**src/sv/bmap_pkg.sv**
```systemverilog
// Shared types, constants and helper functions for the button-to-scale note mapper.
package bmap_pkg;

    localparam int SLOT_COUNT   = 4;
    localparam int JOB_DEPTH    = 2;
    localparam int RESULT_DEPTH = 2;

    localparam logic [2:0] SCALE_MINPENT   = 3'd0;
    localparam logic [2:0] SCALE_MAJOR     = 3'd1;
    localparam logic [2:0] SCALE_MINOR     = 3'd2;
    localparam logic [2:0] SCALE_DORIAN    = 3'd3;
    localparam logic [2:0] SCALE_PHRYGIAN  = 3'd4;
    localparam logic [2:0] SCALE_CHROMATIC = 3'd5;
    localparam logic [2:0] SCALE_LAST      = SCALE_CHROMATIC;

    localparam logic signed [3:0] OCT_MIN = -4'sd4;
    localparam logic signed [3:0] OCT_MAX = 4'sd4;

    localparam logic [6:0] ROOT_RESET = 7'd60;
    localparam logic [6:0] NOTE_MAX   = 7'd127;
    localparam logic [6:0] VELOCITY_ON = 7'd100;

    localparam logic [1:0] KIND_NOTE_ON  = 2'd0;
    localparam logic [1:0] KIND_NOTE_OFF = 2'd1;
    localparam logic [1:0] KIND_STATUS   = 2'd2;

    typedef struct packed {
        logic       scale_prev_level;
        logic       scale_next_level;
        logic       octave_up_level;
        logic       octave_down_level;
        logic       root_down_level;
        logic       root_up_level;
        logic       panic_level;
        logic [3:0] press_mask;
        logic [3:0] release_mask;
    } in_t;

    typedef struct packed {
        logic [1:0]        event_kind;
        logic [6:0]        note_num;
        logic [1:0]        degree;
        logic signed [3:0] note_octave;
        logic [6:0]        velocity;
        logic              all_notes_off;
        logic [6:0]        root_note;
        logic signed [3:0] octave_shift;
        logic [2:0]        scale_mode;
        logic              last;
    } out_t;

    // One classified frame: the note events it causes and the settings after it.
    typedef struct packed {
        logic [3:0]        on_mask;
        logic [3:0][6:0]   on_note;
        logic signed [3:0] on_oct;
        logic [3:0]        off_mask;
        logic [3:0][6:0]   off_note;
        logic [3:0][3:0]   off_oct;
        logic              panic;
        logic [6:0]        root;
        logic signed [3:0] octave;
        logic [2:0]        scale;
    } job_t;

    // Scale interval of degree slot within a scale mode.
    function automatic logic [3:0] interval(input logic [2:0] scale, input logic [1:0] slot);
        logic [3:0][3:0] row;
        begin
            unique case (scale)
                SCALE_MAJOR:     row = {4'd5, 4'd4, 4'd2, 4'd0};
                SCALE_MINOR:     row = {4'd5, 4'd3, 4'd2, 4'd0};
                SCALE_DORIAN:    row = {4'd5, 4'd3, 4'd2, 4'd0};
                SCALE_PHRYGIAN:  row = {4'd5, 4'd3, 4'd1, 4'd0};
                SCALE_CHROMATIC: row = {4'd3, 4'd2, 4'd1, 4'd0};
                default:         row = {4'd7, 4'd5, 4'd3, 4'd0};
            endcase
            interval = row[slot];
        end
    endfunction

    // Index of the lowest set bit of a nonzero 4-bit mask.
    function automatic logic [1:0] lowest_slot(input logic [3:0] mask);
        begin
            if (mask[0])
            begin
                lowest_slot = 2'd0;
            end
            else if (mask[1])
            begin
                lowest_slot = 2'd1;
            end
            else if (mask[2])
            begin
                lowest_slot = 2'd2;
            end
            else
            begin
                lowest_slot = 2'd3;
            end
        end
    endfunction

endpackage

```
**src/sv/button_to_scale_note_mapper.sv**
```systemverilog
// Top level of the button-to-scale note mapper: front end, job queue, back end, result queue.
//
// Usage:
//   Input channel: one controller frame per request (seven mode-button levels and
//   the note-slot press and release masks). Push a request when full is low.
//   Result channel: a queue of note events; while empty is low the oldest result
//   sits on the result port, raise pop to take it.
//   Each frame yields its note-on results (slot 0..3), then its note-off results
//   (slot 0..3), then one status result with last set.
// Timing:
//   A frame's first result passes through the job queue and then the result queue
//   before it is visible. The back end issues one result per cycle while the result
//   queue has room; a frame yields 1 to 9 results: one per note-on, one per note-off,
//   one for the status. A new frame is taken while the back end still works on earlier
//   ones, as long as the job queue (JobDepth entries) has room.
// Reset: root note 60, octave shift 0, minor pentatonic, no held notes, both
//   queues empty.
// Stall: when pop stays low the result queue fills, the back end holds its job,
//   the job queue fills and full rises; no result is lost or repeated.
module button_to_scale_note_mapper
    import bmap_pkg::*;
#(
    parameter int JobDepth    = JOB_DEPTH,
    parameter int ResultDepth = RESULT_DEPTH
) (
    input  logic clk,
    input  logic rst_n,
    input  logic push,
    output logic full,
    input  in_t  frame,
    output logic empty,
    input  logic pop,
    output out_t result
);

    job_t job_in;
    job_t job_out;
    logic job_empty;
    logic job_pop;
    logic accept;
    out_t item;
    logic item_push;
    logic item_full;
    logic [$bits(job_t)-1:0] job_rdata;
    logic [$bits(out_t)-1:0] result_rdata;

    // Take a frame only when the job queue has room.
    assign accept = push && !full;

    bmap_front u_front (
        .clk    (clk),
        .rst_n  (rst_n),
        .accept (accept),
        .frame  (frame),
        .job    (job_in)
    );

    // Decouple classification from result issue.
    bmap_fifo #(
        .Width ($bits(job_t)),
        .Depth (JobDepth)
    ) u_job_q (
        .clk   (clk),
        .rst_n (rst_n),
        .push  (accept),
        .wdata (job_in),
        .full  (full),
        .pop   (job_pop),
        .rdata (job_rdata),
        .empty (job_empty)
    );

    assign job_out = job_t'(job_rdata);

    bmap_back u_back (
        .clk       (clk),
        .rst_n     (rst_n),
        .job       (job_out),
        .job_empty (job_empty),
        .job_pop   (job_pop),
        .item      (item),
        .item_push (item_push),
        .item_full (item_full)
    );

    // Hold finished results until the receiver pops them.
    bmap_fifo #(
        .Width ($bits(out_t)),
        .Depth (ResultDepth)
    ) u_result_q (
        .clk   (clk),
        .rst_n (rst_n),
        .push  (item_push),
        .wdata (item),
        .full  (item_full),
        .pop   (pop),
        .rdata (result_rdata),
        .empty (empty)
    );

    assign result = out_t'(result_rdata);

endmodule

```
**src/sv/bmap_fifo.sv**
```systemverilog
// Small register queue with push/full and pop/empty sides.
module bmap_fifo #(
    parameter int Width = 8,
    parameter int Depth = 2
) (
    input  logic             clk,
    input  logic             rst_n,
    input  logic             push,
    input  logic [Width-1:0] wdata,
    output logic             full,
    input  logic             pop,
    output logic [Width-1:0] rdata,
    output logic             empty
);

    localparam int AddrW  = (Depth > 1) ? $clog2(Depth) : 1;
    localparam int CountW = $clog2(Depth + 1);

    logic [Depth-1:0][Width-1:0] mem_reg;
    logic [AddrW-1:0]            wr_ptr_reg, wr_ptr_next;
    logic [AddrW-1:0]            rd_ptr_reg, rd_ptr_next;
    logic [CountW-1:0]           count_reg, count_next;
    logic                        push_ok;
    logic                        pop_ok;

    assign full    = (count_reg == CountW'(Depth));
    assign empty   = (count_reg == '0);
    assign push_ok = push && !full;
    assign pop_ok  = pop && !empty;
    assign rdata   = mem_reg[rd_ptr_reg];

    always_comb
    begin
        wr_ptr_next = wr_ptr_reg;
        rd_ptr_next = rd_ptr_reg;
        count_next  = count_reg;
        if (push_ok)
        begin
            wr_ptr_next = (wr_ptr_reg == AddrW'(Depth - 1)) ? '0 : wr_ptr_reg + 1'b1;
        end
        if (pop_ok)
        begin
            rd_ptr_next = (rd_ptr_reg == AddrW'(Depth - 1)) ? '0 : rd_ptr_reg + 1'b1;
        end
        if (push_ok && !pop_ok)
        begin
            count_next = count_reg + 1'b1;
        end
        else if (pop_ok && !push_ok)
        begin
            count_next = count_reg - 1'b1;
        end
    end

    always_ff @(posedge clk or negedge rst_n)
    begin
        if (!rst_n)
        begin
            wr_ptr_reg <= '0;
            rd_ptr_reg <= '0;
            count_reg  <= '0;
        end
        else
        begin
            wr_ptr_reg <= wr_ptr_next;
            rd_ptr_reg <= rd_ptr_next;
            count_reg  <= count_next;
        end
    end

    always_ff @(posedge clk)
    begin
        if (push_ok)
        begin
            mem_reg[wr_ptr_reg] <= wdata;
        end
    end

endmodule

```
**src/sv/bmap_front.sv**
```systemverilog
// Front end: detect button edges, update mode state and held notes, build a job.
module bmap_front
    import bmap_pkg::*;
(
    input  logic clk,
    input  logic rst_n,
    input  logic accept,
    input  in_t  frame,
    output job_t job
);

    logic [6:0]        root_reg, root_next;
    logic signed [3:0] octave_reg, octave_next;
    logic [2:0]        scale_reg, scale_next;
    logic [6:0]        history_reg;
    logic [3:0]        valid_reg, valid_next;
    logic [3:0][6:0]   note_reg, note_next;
    logic [3:0][3:0]   oct_reg, oct_next;

    logic [6:0]        levels;
    logic [6:0]        edges;
    logic [2:0]        scale_mid;
    logic signed [3:0] octave_mid;
    logic [6:0]        root_mid;
    logic signed [9:0] oct_x;
    logic signed [9:0] oct12;
    logic signed [9:0] sum;
    logic [3:0]        valid_mid;
    logic [3:0][6:0]   new_note;

    assign levels = {frame.panic_level, frame.root_up_level, frame.root_down_level,
                     frame.octave_down_level, frame.octave_up_level,
                     frame.scale_next_level, frame.scale_prev_level};
    assign edges  = levels & ~history_reg;

    always_comb
    begin
        // Apply mode edges in fixed order: scale steps wrap, octave and root steps clamp.
        scale_mid  = (edges[0]) ? ((scale_reg == '0) ? SCALE_LAST : scale_reg - 1'b1)
                                : scale_reg;
        scale_next = (edges[1]) ? ((scale_mid >= SCALE_LAST) ? '0 : scale_mid + 1'b1)
                                : scale_mid;
        octave_mid  = (edges[2] && octave_reg != OCT_MAX) ? octave_reg + 4'sd1 : octave_reg;
        octave_next = (edges[3] && octave_mid != OCT_MIN) ? octave_mid - 4'sd1 : octave_mid;
        root_mid  = (edges[4] && root_reg != '0) ? root_reg - 1'b1 : root_reg;
        root_next = (edges[5] && root_mid != NOTE_MAX) ? root_mid + 1'b1 : root_mid;
        valid_mid = edges[6] ? '0 : valid_reg;

        oct_x = {{6{octave_next[3]}}, octave_next};
        oct12 = (oct_x <<< 3) + (oct_x <<< 2);

        valid_next = valid_reg;
        note_next  = note_reg;
        oct_next   = oct_reg;
        sum        = '0;
        new_note   = '0;
        job        = '0;
        for (int i = 0; i < SLOT_COUNT; i++)
        begin
            sum = $signed({3'b000, root_next})
                + $signed({6'b000000, interval(scale_next, 2'(i))}) + oct12;
            if (sum < 0)
            begin
                new_note[i] = '0;
            end
            else if (sum > $signed({3'b000, NOTE_MAX}))
            begin
                new_note[i] = NOTE_MAX;
            end
            else
            begin
                new_note[i] = sum[6:0];
            end
            // A press in the same frame as a release turns the new note off at once.
            job.on_mask[i]  = frame.press_mask[i];
            job.on_note[i]  = new_note[i];
            job.off_mask[i] = frame.release_mask[i] && (frame.press_mask[i] || valid_mid[i]);
            job.off_note[i] = frame.press_mask[i] ? new_note[i] : note_reg[i];
            job.off_oct[i]  = frame.press_mask[i] ? octave_next : oct_reg[i];
            valid_next[i]   = (frame.press_mask[i] || valid_mid[i]) && !frame.release_mask[i];
            if (frame.press_mask[i])
            begin
                note_next[i] = new_note[i];
                oct_next[i]  = octave_next;
            end
        end
        job.on_oct = octave_next;
        job.panic  = edges[6];
        job.root   = root_next;
        job.octave = octave_next;
        job.scale  = scale_next;
    end

    always_ff @(posedge clk or negedge rst_n)
    begin
        if (!rst_n)
        begin
            root_reg    <= ROOT_RESET;
            octave_reg  <= '0;
            scale_reg   <= SCALE_MINPENT;
            history_reg <= '0;
            valid_reg   <= '0;
        end
        else if (accept)
        begin
            root_reg    <= root_next;
            octave_reg  <= octave_next;
            scale_reg   <= scale_next;
            history_reg <= levels;
            valid_reg   <= valid_next;
        end
    end

    always_ff @(posedge clk)
    begin
        if (accept)
        begin
            note_reg <= note_next;
            oct_reg  <= oct_next;
        end
    end

endmodule

```
**src/sv/bmap_back.sv**
```systemverilog
// Back end: walk one job and issue its note-on, note-off and status results.
module bmap_back
    import bmap_pkg::*;
(
    input  logic clk,
    input  logic rst_n,
    input  job_t job,
    input  logic job_empty,
    output logic job_pop,
    output out_t item,
    output logic item_push,
    input  logic item_full
);

    logic       active_reg, active_next;
    logic [3:0] on_left_reg, on_left_next;
    logic [3:0] off_left_reg, off_left_next;
    logic [3:0] cur_on;
    logic [3:0] cur_off;
    logic [1:0] slot;
    logic       go;

    assign cur_on  = active_reg ? on_left_reg : job.on_mask;
    assign cur_off = active_reg ? off_left_reg : job.off_mask;
    assign go      = !job_empty && !item_full;

    always_comb
    begin
        item               = '0;
        item.root_note     = job.root;
        item.octave_shift  = job.octave;
        item.scale_mode    = job.scale;
        slot               = '0;
        job_pop            = 1'b0;
        active_next        = active_reg;
        on_left_next       = on_left_reg;
        off_left_next      = off_left_reg;
        if (cur_on != '0)
        begin
            // Issue note-ons lowest slot first.
            slot             = lowest_slot(cur_on);
            item.event_kind  = KIND_NOTE_ON;
            item.note_num    = job.on_note[slot];
            item.degree      = slot;
            item.note_octave = job.on_oct;
            item.velocity    = VELOCITY_ON;
        end
        else if (cur_off != '0)
        begin
            slot             = lowest_slot(cur_off);
            item.event_kind  = KIND_NOTE_OFF;
            item.note_num    = job.off_note[slot];
            item.degree      = slot;
            item.note_octave = job.off_oct[slot];
            item.velocity    = VELOCITY_ON;
        end
        else
        begin
            item.event_kind    = KIND_STATUS;
            item.all_notes_off = job.panic;
            item.last          = 1'b1;
        end
        if (go)
        begin
            if (item.last)
            begin
                job_pop     = 1'b1;
                active_next = 1'b0;
            end
            else
            begin
                // Drop the slot just issued from the remaining masks.
                active_next   = 1'b1;
                on_left_next  = cur_on & (cur_on - 1'b1);
                off_left_next = (cur_on != '0) ? cur_off : cur_off & (cur_off - 1'b1);
            end
        end
    end

    assign item_push = go;

    always_ff @(posedge clk or negedge rst_n)
    begin
        if (!rst_n)
        begin
            active_reg   <= 1'b0;
            on_left_reg  <= '0;
            off_left_reg <= '0;
        end
        else
        begin
            active_reg   <= active_next;
            on_left_reg  <= on_left_next;
            off_left_reg <= off_left_next;
        end
    end

endmodule

```
**config.mk**
```make
export PLATFORM = sky130hd
export DESIGN_NAME = button_to_scale_note_mapper
export DESIGN_NICKNAME = d
export VERILOG_FILES = /design/src/sv/bmap_pkg.sv /design/src/sv/button_to_scale_note_mapper.sv /design/src/sv/bmap_fifo.sv /design/src/sv/bmap_front.sv /design/src/sv/bmap_back.sv
export SDC_FILE = /design/constraint.sdc
export NUM_CORES = 1
export LEC_CHECK = 0
export BUFFER_PORTS_ARGS = -buffer_cell sky130_fd_sc_hd__buf_2
export CAP_MARGIN = 40
export CORE_UTILIZATION = 40
export DETAILED_ROUTE_END_ITERATION = 8
export PLACE_DENSITY_LB_ADDON = 0.12
export SYNTH_ARGS = -nofsm -noshare
export SYNTH_HDL_FRONTEND = slang
export SYNTH_SLANG_ARGS = --single-unit
```
**constraint.sdc**
```tcl
create_clock -name clk -period 18.6 [get_ports clk]
set_input_delay 1.86 -clock clk [delete_from_list [all_inputs] [get_ports clk]]
set_output_delay 1.86 -clock clk [all_outputs]
set_load 0.03 [all_outputs]
```
==> key figures <==
Synthesis
  • Sequential share of the synthesized area: approximately 62%
  • Synth area leader: edfxtp_1
  • Largest cells by area after synthesis: edfxtp_1 56%, dfrtp_1 5.8%, mux2_2 5.5%
  • Synthesized area per cell: between 10 and 15 µm²
  • Number of synthesized flops with an enable pin: between 200 and 300
  • Post-synthesis compound-gate area fraction: about a tenth
  • Mux share of post-synthesis cell area: around a tenth
  • Synth Flop Type: edfxtp_1
  • Post-Syn Area: between 15000 and 20000 µm²
  • Ys async rst share: about an eighth
  • Yosys warns: 0
  • Xor and xnor area share after synthesis: approximately 2.9%
  • Largest family of logic cells by synthesized area: multiplexers
  • Synth Register Bits: 337
  • Simple-gate area share of the yosys netlist: a little under 7%
  • Share of the synthesized area in the top cell type: a little under three fifths
  • Adder-cell share of the synthesized area: under 10%
  • Cells after Synth: 1167
  • Post-synth cell types: 84

Global routing
  • GR Overflow Total: 0
  • Antenna violations before repair: 1
  • First-pass GRT wire length: ~56000 µm
  • Pin count of the biggest net entering global routing: 55
  • Vias in the first global route: ~9.2k
  • Tot GR Track Use: about 18%

Timing
  • Fin Setup TNS: 0 ps
  • Final period utilization: about two fifths
  • Slew HR: ~44%
  • RSZ-0062 raised after global routing: no
  • Final Hold Fails: 0
  • Tmin final: between 7000 and 8000 ps
  • Setup Viol. Count Final: 0
  • Clock Skews: roughly 20 ps
  • Slew Limit Fails: 0
  • Worst-Margin Slew: approximately 850 ps
  • Fmax: between 100 and 150 MHz

Critical path
  • Startpoint Class: input port
  • WP data arrival: approximately 7600 ps
  • FF-to-FF Start: u_front.root_reg[0]
  • Reg2Reg Setup Slack: approximately 12000 ps
  • Critical path type: input port to register
  • Worst-path maximum fanout: 9
  • Reg-to-reg endpoint: u_job_q.mem_reg[138]
  • Worst EP required: roughly 19000 ps
  • Worst setup EP type: register
  • Reg2Reg Depth: 24

Place
  • # port buffers: between 50 and 60
  • Dpl cells: 1714
  • Final GP Congestion: about 0.81
  • HPWL Detailed: between 20000 and 25000 µm

Routing
  • Via count: roughly 9.5k
  • Detailed Route WL: roughly 36000 µm
  • Met2 wire length: 16800 µm
  • Routed wl met3: 1810 µm
  • Drt drc: 0
  • Via density: about 5.3
  • Wl on met1: roughly 17000 µm
  • DRT iter0 DRCs: roughly 680
  • Post-DRT Antenna Nets: 0
  • DRT Pass-1 Iters: 6
  • DR top layer: met4
  • Routed length per instance: 20.2 µm

Clocking
  • Hold_buf cts: 0
  • Htree depth: 2
  • Cts bufs inserted: 37
  • Postcts setup bufs: 0
  • CTS root buf: clkbuf_16
  • Clk slew on worst S/H paths: ~50 ps
  • CTS tree: done
  • Post-CTS sizing: 0
  • Clk buf depth: 3
  • CTS sink cnt: roughly 340
  • Worst-Skew Late Latency: 540 ps

Min path
  • Cells on Worst Hold Path: 2
  • Hold_sp: u_front.history_reg[2]
  • Worst Hold End: u_front.history_reg[2]
  • Worst Hold Class: register to register

Outcome
  • Status: finished clean

Floorplan
  • Die H: ~200 µm
  • Core area: around 39000 µm²
  • Ports: slightly below 60
  • FP Rows: between 70 and 80
  • Die width: 202 µm
  • Die area: around 40000 µm²
  • Initial Utilization: about two fifths

Final layout
  • Utilization after layout: 46.5%
  • Area growth syn-to-layout: 13.3%
  • Filler Cells Inserted: 3500
  • Multi-input gate area: 5630 µm²
  • Final Non-Filler Cells: between 1.5k and 2k
  • NumNets Final: around 1.3k
  • Share of layout cells above drive strength 1: roughly a fifth
  • FF/Latch Area: around 9900 µm²
  • Max reg flops: 190
  • Antenna diodes: 0

Flow run
  • Max-cap violations: 0
-- through the flow --
stage               worst slack [ps]  instance area (µm²)  hold slack (ps)
floorplan                      11710                16000              437
global route                   10680                18100              485
finish                         11240                18100              473
global placement               10840                16900              449
CTS                            11220                18100              473
detailed placement             10700                16900              459
-- cell usage in the layout (no fill, tap or decap), types with 6 or more instances in the layout --
| cell | netlist | layout |
|---|---|---|
| ha_1 | 47 | 47 |
| o22ai_1 | 17 | 17 |
| clkinv_1 | 0 | 7 |
| o21ai_0 | 45 | 44 |
| o311ai_0 | 6 | 6 |
| nand2_1 | 96 | 96 |
| inv_1 | 64 | 63 |
| a21o_1 | 22 | 22 |
| buf_4 | 8 | 21 |
| edfxtp_1 | 296 | 296 |
| a21oi_1 | 55 | 55 |
| buf_2 | 6 | 54 |
| xnor2_1 | 29 | 29 |
| nor2b_1 | 13 | 13 |
| nor2_1 | 70 | 68 |
| o211ai_1 | 7 | 7 |
| clkbuf_16 | 0 | 38 |
| and2_1 | 7 | 7 |
| o21bai_1 | 6 | 6 |
| fa_1 | 8 | 8 |
| a311oi_1 | 8 | 8 |
| a211oi_1 | 7 | 7 |
| mux2_2 | 78 | 78 |
| xor2_1 | 18 | 18 |
| dfrtp_1 | 37 | 36 |
| mux4_2 | 11 | 11 |
| mux2i_1 | 49 | 49 |
| o221ai_1 | 12 | 12 |
| nand2b_1 | 12 | 12 |
-- cell type report --
cell class / instances / share of cell area, %
well taps: 518 / 3.58
flip-flops and latches: 337 / 54.7
multi-input cells: 716 / 31.1
inverters: 68 / 1.41
clock inverters: 21 / 1.18
repair buffers: 76 / 2.51
clock buffers: 42 / 5.49
-- critical path: stages --
cell and delay, ps:
buf_2 150, or4b_4 540, nand2b_4 180, o41a_2 510, o31ai_4 260, mux2i_1 490, inv_1 280, ha_1 360
a21oi_1 220, nor2_1 100, xnor2_1 230, ha_1 270, a21o_1 170, a21oi_1 220, o21bai_1 90, a21oi_1 280
o21bai_1 120, xor2_1 600, and2_0 500, a311oi_1 150
-- synthesized netlist by cell type (all sizes together), types with 5 or more instances --
cell type	n
o21ai	49
inv	67
mux2i	51
mux4	11
o221ai	12
a311oi	9
nand2b	13
a21o	22
o21a	5
o211ai	7
o311ai	6
nand3b	5
xor2	18
nor2b	13
mux2	78
ha	47
and2	8
dfrtp	37
buf	21
fa	8
nor2	70
o31ai	5
clkbuf	28
a32o	5
edfxtp	296
nand2	96
o22ai	17
a21oi	56
o21bai	6
a211oi	7
xnor2	32
-- per-layer routing --
| metal | global-route usage (%) | vias to the layer above |
|---|---|---|
| met3 | 3.16 | 35 |
| met5 | 0 | - |
| met2 | 28.5 | 227 |
| li1 | - | 4499 |
| met1 | 25.3 | 4744 |
| met4 | 4.46 | 0 |
-- kinds of logic (layout without fill, tap and decap cells) --
family	after synthesis	in the layout
xor gates and xnor gates	50	50
DFF	337	337
muxes	140	140
adders and majority gates	55	55
buffers and inverters	117	207
other	1	4
and+or+nand+nor	235	235
AOI/OAI and AO/OA	232	232
-- worst max-delay path by stage --
stage	cells after the start	endpoint	slack, ps	startpoint
final	20	u_job_q.mem_reg[138]	11240	frame[10]
after global routing	21	u_job_q.mem_reg[141]	10680	frame[10]
after CTS	20	u_job_q.mem_reg[138]	11220	frame[10]
after detailed placement	20	u_front.note_reg[8]	10700	frame[10]
after global placement	20	u_front.note_reg[12]	10840	frame[10]
after floorplan	19	u_front.note_reg[22]	11710	frame[10]
Power is not shown: default switching activity piles up to over one toggle a cycle in this logic, so the estimate is an artifact.
